`src/design/pxrle_pkg.sv`:
```
// Shared types and constants for the pixel run-length encoder.
// No dependencies; imported by pxrle_front, pxrle_queue and the top level.
`default_nettype none

package pxrle_pkg;

	localparam int CHAN_W = 16;
	localparam int LEN_W  = 9;

	// longest run the length field can carry
	localparam logic [LEN_W-1:0] RUN_CAP = 9'd511;

	// record queue between front and back: depth and pointer width
	localparam int QDEPTH = 4;
	localparam int QAW    = 2;
	localparam int QCW    = 3;

	typedef struct packed {
		logic [LEN_W-1:0]         len;
		logic signed [CHAN_W-1:0] a;
		logic signed [CHAN_W-1:0] b;
		logic signed [CHAN_W-1:0] c;
		logic                     last;
	} rec_t;

	// up to two records written in order per pixel
	typedef struct packed {
		logic v0;
		logic v1;
		rec_t r0;
		rec_t r1;
	} wr_t;

endpackage

`default_nettype wire

```
`src/design/pixel_run_length_encoder_core.sv`:
```
// Pixel run-length encoder, top level. Depends on pxrle_pkg, pxrle_front, pxrle_queue.
// A record is visible (empty low) in the cycle after the pixel that closes it.
// Throughput: one pixel per cycle while full is low; the last pixel of a block may write two records,
// set by the two-word write port of the four-entry record queue.
// Reset (arst_n low) empties the queue and clears the run, length and block position.
`default_nettype none

module pixel_run_length_encoder_core import pxrle_pkg::*; #(
	parameter int BLOCK_SIDE = 16
) (
	input  wire logic                     clk,
	input  wire logic                     arst_n,
	input  wire logic                     push,
	output logic                          full,
	input  wire logic signed [CHAN_W-1:0] chan_a,
	input  wire logic signed [CHAN_W-1:0] chan_b,
	input  wire logic signed [CHAN_W-1:0] chan_c,
	output logic                          empty,
	input  wire logic                     pop,
	output logic [LEN_W-1:0]              run_length,
	output logic signed [CHAN_W-1:0]      run_a,
	output logic signed [CHAN_W-1:0]      run_b,
	output logic signed [CHAN_W-1:0]      run_c,
	output logic                          block_end
);

	wr_t  wr;
	rec_t head;

	pxrle_front #(.BLOCK_SIDE(BLOCK_SIDE)) u_front (
		.clk    (clk),
		.arst_n (arst_n),
		.accept (push && !full),
		.pix_a  (chan_a),
		.pix_b  (chan_b),
		.pix_c  (chan_c),
		.wr     (wr)
	);

	pxrle_queue u_queue (
		.clk    (clk),
		.arst_n (arst_n),
		.wr     (wr),
		.rd     (pop),
		.full   (full),
		.empty  (empty),
		.head   (head)
	);

	assign run_length = head.len;
	assign run_a      = head.a;
	assign run_b      = head.b;
	assign run_c      = head.c;
	assign block_end  = head.last;

endmodule

`default_nettype wire

```
`src/design/pxrle_front.sv`:
```
// Front end: holds the open run and block position, classifies each pixel
// and produces zero to two records. Depends on pxrle_pkg.
`default_nettype none

module pxrle_front import pxrle_pkg::*; #(
	parameter int BLOCK_SIDE = 16
) (
	input  wire logic                     clk,
	input  wire logic                     arst_n,
	input  wire logic                     accept,
	input  wire logic signed [CHAN_W-1:0] pix_a,
	input  wire logic signed [CHAN_W-1:0] pix_b,
	input  wire logic signed [CHAN_W-1:0] pix_c,
	output wr_t                           wr
);

	localparam int PIX   = BLOCK_SIDE * BLOCK_SIDE;
	localparam int IDX_W = $clog2(PIX);
	localparam logic [IDX_W-1:0] LAST_IDX = IDX_W'(PIX - 1);

	logic signed [CHAN_W-1:0] held_a_q, held_b_q, held_c_q;
	logic [LEN_W-1:0]         cnt_q;
	logic [IDX_W-1:0]         idx_q;

	logic             first, match, close, extend, last;
	logic [LEN_W-1:0] cnt_nxt;
	logic signed [CHAN_W-1:0] a_nxt, b_nxt, c_nxt;
	rec_t             rec_closed, rec_final;

	always_comb begin
		first  = (idx_q == '0) || (cnt_q == '0);
		match  = (pix_a == held_a_q) && (pix_b == held_b_q) && (pix_c == held_c_q);
		// a full-length run closes even on a matching pixel
		close  = !first && (!match || (cnt_q >= RUN_CAP));
		extend = !first && match && (cnt_q < RUN_CAP);
		last   = (idx_q == LAST_IDX);

		cnt_nxt = extend ? cnt_q + LEN_W'(1) : LEN_W'(1);
		a_nxt   = extend ? held_a_q : pix_a;
		b_nxt   = extend ? held_b_q : pix_b;
		c_nxt   = extend ? held_c_q : pix_c;

		rec_closed = '{len: cnt_q, a: held_a_q, b: held_b_q, c: held_c_q, last: 1'b0};
		rec_final  = '{len: cnt_nxt, a: a_nxt, b: b_nxt, c: c_nxt, last: 1'b1};

		// compact: closed run goes first, flushed run second
		wr.v0 = accept && (close || last);
		wr.r0 = close ? rec_closed : rec_final;
		wr.v1 = accept && close && last;
		wr.r1 = rec_final;
	end

	always_ff @(posedge clk or negedge arst_n) begin
		if (!arst_n) begin
			held_a_q <= '0;
			held_b_q <= '0;
			held_c_q <= '0;
			cnt_q    <= '0;
			idx_q    <= '0;
		end else if (accept) begin
			held_a_q <= a_nxt;
			held_b_q <= b_nxt;
			held_c_q <= c_nxt;
			if (last) begin
				cnt_q <= '0;
				idx_q <= '0;
			end else begin
				cnt_q <= cnt_nxt;
				idx_q <= idx_q + IDX_W'(1);
			end
		end
	end

endmodule

`default_nettype wire

```
`src/design/pxrle_queue.sv`:
```
// Back end: record queue taking up to two words per cycle and handing out
// one per cycle at the result side while rd is high and the queue is not empty. Depends on pxrle_pkg.
`default_nettype none

module pxrle_queue import pxrle_pkg::*; (
	input  wire logic clk,
	input  wire logic arst_n,
	input  wr_t       wr,
	input  wire logic rd,
	output logic      full,
	output logic      empty,
	output rec_t      head
);

	rec_t           mem [QDEPTH];
	logic [QAW-1:0] wptr_q, rptr_q;
	logic [QCW-1:0] cnt_q;
	logic [QCW-1:0] n_in;
	logic           pop;

	always_comb begin
		// keep room for the two-word case
		full  = (cnt_q > QCW'(QDEPTH - 2));
		empty = (cnt_q == '0);
		head  = mem[rptr_q];
		pop   = rd && !empty;
		n_in  = QCW'(wr.v0) + QCW'(wr.v1);
	end

	always_ff @(posedge clk) begin
		if (wr.v0)
			mem[wptr_q] <= wr.r0;
		if (wr.v1)
			mem[wptr_q + QAW'(1)] <= wr.r1;
	end

	always_ff @(posedge clk or negedge arst_n) begin
		if (!arst_n) begin
			wptr_q <= '0;
			rptr_q <= '0;
			cnt_q  <= '0;
		end else begin
			wptr_q <= wptr_q + QAW'(n_in);
			if (pop)
				rptr_q <= rptr_q + QAW'(1);
			cnt_q <= cnt_q + n_in - QCW'(pop);
		end
	end

endmodule

`default_nettype wire
```
`config.mk`:
```
export PLATFORM = sky130hd
export DESIGN_NAME = pixel_run_length_encoder_core
export DESIGN_NICKNAME = d
export VERILOG_FILES = /design/src/design/pxrle_pkg.sv /design/src/design/pixel_run_length_encoder_core.sv /design/src/design/pxrle_front.sv /design/src/design/pxrle_queue.sv
export SDC_FILE = /design/constraint.sdc
export NUM_CORES = 1
export LEC_CHECK = 0
export BUFFER_PORTS_ARGS = -buffer_cell sky130_fd_sc_hd__buf_2
export CAP_MARGIN = 10
export CORE_ASPECT_RATIO = 0.8
export CORE_UTILIZATION = 45
export DETAILED_ROUTE_END_ITERATION = 8
export PLACE_DENSITY = 0.72
export REMOVE_ABC_BUFFERS = 1
export SLEW_MARGIN = 5
export SYNTH_ARGS = -nofsm -noshare
export SYNTH_HDL_FRONTEND = slang
export SYNTH_SLANG_ARGS = --single-unit
```
`constraint.sdc`:
```
create_clock -name clk -period 6.3 [get_ports clk]
set_clock_uncertainty 0.15 [all_clocks]
set_input_delay 1.575 -clock clk [delete_from_list [all_inputs] [get_ports clk]]
set_output_delay 1.575 -clock clk [all_outputs]
set_load 0.02 [all_outputs]
```
======== Word-level counts from Yosys, hierarchy flattened ========
Memories as Yosys holds them, arrays and structs flattened.
Index checks and enable logic that the tools add are counted.
operators by class
  reductions and logical operators ........ 20
  multiplexer cells ....................... 11
  bitwise operators ....................... 0
  div/mod/pow operators ................... 0
  shift-type cells ........................ 0
  multipliers ............................. 0
  add/sub/neg operators ................... 8
  $lt $le $gt $ge ......................... 3
  equal/unequal tests ..................... 4
operators with widths
  cell                                                                  count
  58-bit two-way mux                                                    1
  16-bit equality test                                                  3
  16-bit two-way mux                                                    3
  9-bit two-way mux                                                     2
  1-bit logical AND                                                     10
  9-bit by 1-bit adder with 9-bit output, second input constant         1
  9-bit >= comparator, second input constant                            1
  9-bit zero test                                                       1
  9-bit < comparator, second input constant                             1
  8-bit by 1-bit adder with 8-bit output, second input constant         1
  8-bit equality test, second input constant                            1
  8-bit zero test                                                       1
  8-bit two-way mux                                                     1
  2-bit by 1-bit adder with 2-bit output, second input constant         2
  1-bit zero test                                                       4
  1-bit two-way mux                                                     4
  3-bit adder                                                           1
  3-bit by 2-bit > comparator with 1-bit output, second input constant  1
  3-bit zero test                                                       1
  1-bit logical OR                                                      3
  3-bit by 1-bit subtractor with 3-bit output                           1
  1-bit by 1-bit adder with 2-bit output                                1
  2-bit adder                                                           1
storage, ports and cells
  output and inout port bits .............. 60
  flip-flop bits (word level) ............. 72
  word-level logic and storage cells ...... 55
  latch bits .............................. 0
  bits of input ports ..................... 52
  memories ................................ 1
  memory bits (read-only) ................. 0
  bits in writable memories ............... 232
memory list
  name         words  width  read ports  clocked after memory_dff  wr ports  RTL line           text
  u_queue.mem  4      58     1           0                         2         pxrle_queue.sv:15  rec_t mem [QDEPTH];

======== Longest topological paths before layout ========
  word-level depth ........................ 11
  mapped depth ............................ 18
  depth with buffers taken out ............ 16

======== Cells and area by module ========
Synthesis repeated with hierarchy kept, for this count alone.
unflattened totals
  cells, all modules ...................... 1048
  area total of the unflattened synthesis .. 16067.9 um2
by module, submodules not included
  module                         area an instance (um2)  seq. area each (um2)  instances  cells an instance
  pxrle_queue                    11561.1                 7141.8                1          603
  pxrle_front                    4493.1                  1626.6                1          444
  pixel_run_length_encoder_core  13.8                    0.0                   1          1

======== Worst setup path after synthesis ========
No wires, ideal clock.
  path type ............................... input port to flip-flop
  start ................................... input port chan_a[1]
  end ..................................... memory u_queue.mem[0][10] in the netlist's numbering (enable)
  buffers on the path ..................... 2
  setup time .............................. 0.413 ns
  cell stages on the path ................. 8
  arrival ................................. 4.057 ns
  slack ................................... 1.680 ns
  required time ........................... 5.737 ns
  path through ............................ xnor2_1 > nand4_1 > nor4_4 > and4_4 > buf_4 > nor4_2 > clkbuf_1 > a21o_1
RTL lines
  what                RTL line                             text
  start: declaration  pixel_run_length_encoder_core.sv:15  input wire logic signed [CHAN_W-1:0] chan_a,
  end: declaration    pxrle_queue.sv:15

==> run summary <==
flip-flop cell with the highest count after synthesis = sky130_fd_sc_hd__edfxtp_1
worst-path cell chain = ha_1 -> inv_1 -> nor3_1 -> nand3_1 -> nor3_1 -> ha_1 -> a31oi_1 -> and4_4 -> nor3_2 -> buf_4 -> a211o_4
post-synth cell types = 58
number of buffer and inverter instances along the worst setup path = 2
maximum operating frequency = 199 MHz
hold crit path type = flop to flop
area of the core = 32900 sq um
cell types with the largest area share after synthesis = sky130_fd_sc_hd__edfxtp_1 (45%), sky130_fd_sc_hd__dfrtp_1 (12%), sky130_fd_sc_hd__nand2_1 (9.3%)
Residual DRC = 0
post-route minimum period = 5040 ps
portion of synthesized cell area occupied by the leading cell type = 45.2%
Worst slew margin = 34.4%
total die area = 34400 sq um
area leader, netlist = sky130_fd_sc_hd__edfxtp_1
leakage dissipation = 6.03 nW
Worst Hold Path EP = u_queue.mem[3][0]
share of power burned in the clock network = 24.5%
number of cells on the worst reg-to-reg path = 11
#FFs+latches synth = 304
crit path setup slack, layout = 1260 ps
share of layout cells above drive strength 1 = 19.1%
# Max-Cap Violations = 0
post-synthesis instance total = 1320
Req. time, crit path = 6340 ps
hold path depth = 2
Top Ports = 112
DP Worst Slack = 1090 ps
Clk Latency, worst-skew pair = 570 ps
remaining number of nets flagged by the antenna check after routing = 0
switching share of total power = 39.6%
initial standard-cell utilization of the core = 46.1%
hold_buf cts = 0
Final #Nets = 1458
crit share post-route = 79.9%
cell area after layout = 17100 sq um
clock transition time at the flip-flop clock pins of the worst setup and hold paths = 60 ps
clock net sink count = 304
most frequent cells after synthesis = sky130_fd_sc_hd__nand2_1 (376), sky130_fd_sc_hd__edfxtp_1 (228), sky130_fd_sc_hd__o21ai_0 (160)
end of the worst register-to-register path = u_queue.mem[2][24]
WL per Instance = 23.0 um
Cell Area, Placed = 16100 sq um
share of total power in combinational logic = 35.6%
worst reg2reg path startpoint = u_front.cnt_q[0]
asr flop ratio synth = 23.7%
Seq pwr share = 39.9%
Arr. time, crit path = 5080 ps
number of global-route vias before repair = 11.3k
maximum fanout encountered on the critical timing path = 58
launch point of the worst hold path = u_queue.mem[3][0]
kind of critical path = flop to flop
setup fix buffers added after clock tree synthesis = 0
YS warnings = 0
maximum level of the CTS H-tree = 1
post-detailed-routing wire length = 42.6 mm
number of failing setup endpoints in the final timing report = 0
largest net degree at the start of global routing = 63
hold slack final = 325 ps
vias = 11.4k
Crit path largest cell delay = 790 ps
VDD IR-drop max = 318 uV
post_cts resized = 0
outcome = finished, final reports clean
cell total after placement = 1789
cell with the largest stage delay on the worst path = sky130_fd_sc_hd__a211o_4
clock tree root driver cell = sky130_fd_sc_hd__clkbuf_16
height of the die = 166 um
GRT Util Overall = 24.7%
register-to-register setup slack = 1260 ps
first-iteration detailed-routing DRC count = 1318
Setup crit start kind = flop
crit end category = flop
buffers added on ports = 111
initial antenna violation count = 4
total standard cell area after synthesis = 15100 sq um
non-filler cells in the finished layout = 1850
sequential-to-total area share from yosys stat = 57.6%
number of synthesized flops with an enable pin = 228
total clock buffers created by CTS = 31
Longest Clk Path Bufs = 3
vias per inst = 6.14
x dimension of the die = 207 um
Max Transition Viols Final = 0
Total Negative Setup Slacks = 0 ps
mean instance size in the synthesized netlist = 11.5 sq um
sum of net half-perimeters after detailed placement = 24.8 mm
routability-driven placement congestion ratio = 0.895
number of standard-cell rows in the floorplan = 59
number of detailed-route iterations in the first pass = 5
RSZ-0062 raised after global routing = no
area growth from synthesis to final layout = 12.9%
P_sw = 0.00294 W
power density over the cells = 434 nW/um^2
transition at the pin with the smallest max-transition slack = 985 ps
final-report hold violation count = 0
global-route wire length before repair = 65.5 mm
most repeated cell in the gate-level netlist after synthesis = sky130_fd_sc_hd__nand2_1
CTS tree = built
grt total ovfl = 0
Cell Int Power = 0.00448 W
kind of cell with the highest combined delay on the critical path = simple AND/OR/NAND/NOR gates
final cells by class:
| class | instances | area, sq um |
|---|---|---|
| Sequential cell | 304 | 8730 |
| Timing Repair Buffer | 136 | 758 |
| Tap cell | 427 | 534 |
| Clock buffer | 42 | 857 |
| Inverter | 23 | 86.3 |
| Multi-Input combinational cell | 899 | 5970 |
| Fill cell | 2802 | 15800 |
| Clock inverter | 16 | 149 |
| Antenna cell | 3 | 7.51 |
cell usage in the layout, fill, tap and decap left out, types with 4 or more instances in the layout:
| cell type | n |
|---|---|
| sky130_fd_sc_hd__a41oi_1 | 5 |
| sky130_fd_sc_hd__ha_1 | 10 |
| sky130_fd_sc_hd__o31ai_1 | 14 |
| sky130_fd_sc_hd__clkbuf_8 | 4 |
| sky130_fd_sc_hd__o21ai_0 | 160 |
| sky130_fd_sc_hd__mux4_2 | 58 |
| sky130_fd_sc_hd__a31oi_1 | 10 |
| sky130_fd_sc_hd__buf_4 | 25 |
| sky130_fd_sc_hd__a21oi_1 | 9 |
| sky130_fd_sc_hd__nor2_1 | 15 |
| sky130_fd_sc_hd__clkbuf_1 | 7 |
| sky130_fd_sc_hd__nor4_4 | 5 |
| sky130_fd_sc_hd__xnor2_1 | 57 |
| sky130_fd_sc_hd__nand4_1 | 15 |
| sky130_fd_sc_hd__buf_2 | 110 |
| sky130_fd_sc_hd__dfrtp_1 | 70 |
| sky130_fd_sc_hd__a22o_1 | 54 |
| sky130_fd_sc_hd__edfxtp_1 | 228 |
| sky130_fd_sc_hd__dfxtp_1 | 4 |
| sky130_fd_sc_hd__nor3_1 | 10 |
| sky130_fd_sc_hd__o22ai_1 | 20 |
| sky130_fd_sc_hd__clkbuf_16 | 31 |
| sky130_fd_sc_hd__nand3_1 | 12 |
| sky130_fd_sc_hd__nor4_1 | 15 |
| sky130_fd_sc_hd__inv_1 | 23 |
| sky130_fd_sc_hd__clkinv_2 | 4 |
| sky130_fd_sc_hd__o21ai_1 | 6 |
| sky130_fd_sc_hd__nand2_1 | 375 |
worst max-delay path by stage:
stage,startpoint,end,slack [ps],cells after the start
2_1_floorplan,push,u_queue.mem[2][10],-1380,4
3_3_place_gp,chan_b[4],u_queue.mem[0][27],1180,9
3_5_place_dp,chan_b[12],u_queue.cnt_q[2],1090,12
4_1_cts,u_front.cnt_q[0],u_queue.mem[2][40],1410,11
5_1_grt,u_front.cnt_q[0],u_queue.mem[2][24],980,11
6_report,u_front.cnt_q[0],u_queue.mem[2][24],1260,11
state kept, by name (all words and copies together), names as in the netlist:
signal	count
u_front.cnt_q	9
u_front.held_a_q	16
u_front.held_b_q	16
u_front.held_c_q	16
u_front.idx_q	8
u_queue.cnt_q	3
u_queue.mem	232
u_queue.rptr_q	2
u_queue.wptr_q	2
cells by family after synthesis:
kind of cell               count (synthesis)  synth area share (%)
AOI/OAI and AO/OA                        295                  12.1
xor gates and xnor gates                  60                  3.47
adders and majority gates                 12                  1.02
buffers and inverters                    117                  3.38
DFF                                      304                  57.6
muxes                                     59                  8.69
and+or+nand+nor                          473                  13.7
tightest hold or removal path: cells and delay by family (launching register included):
family	cells	cell delay (ps)
AND/OR/NAND/NOR	1	80
flip-flops	1	320
AO/OA/AOI/OAI	1	40
metal layers:
metal / part of all wire, % / global-route usage, %
met3: 9.8 / 3.82
met5: 0.031 / 0
met4: 2.5 / 8.24
met1: 42 / 34.9
met2: 46 / 39.2
power groups by stage:
stage / Sequential, W / Clock [W] / Combinational [W]
floorplan: 0.00292 / 0 / 0.00163
global placement: 0.00297 / 0 / 0.00260
detailed placement: 0.00299 / 0 / 0.00263
CTS: 0.00295 / 0.00184 / 0.00264
global route: 0.00301 / 0.00191 / 0.00282
finish: 0.00296 / 0.00182 / 0.00264
per-stage QoR:
step | total power [W] | utilization, %
after floorplan | 0.00455 | -
after CTS | 0.00743 | 52.0
after global routing | 0.00774 | 52.0
after global placement | 0.00557 | 49.0
final | 0.00743 | 52.1
after detailed placement | 0.00562 | 49.0
(Power assumes the default switching activity.)
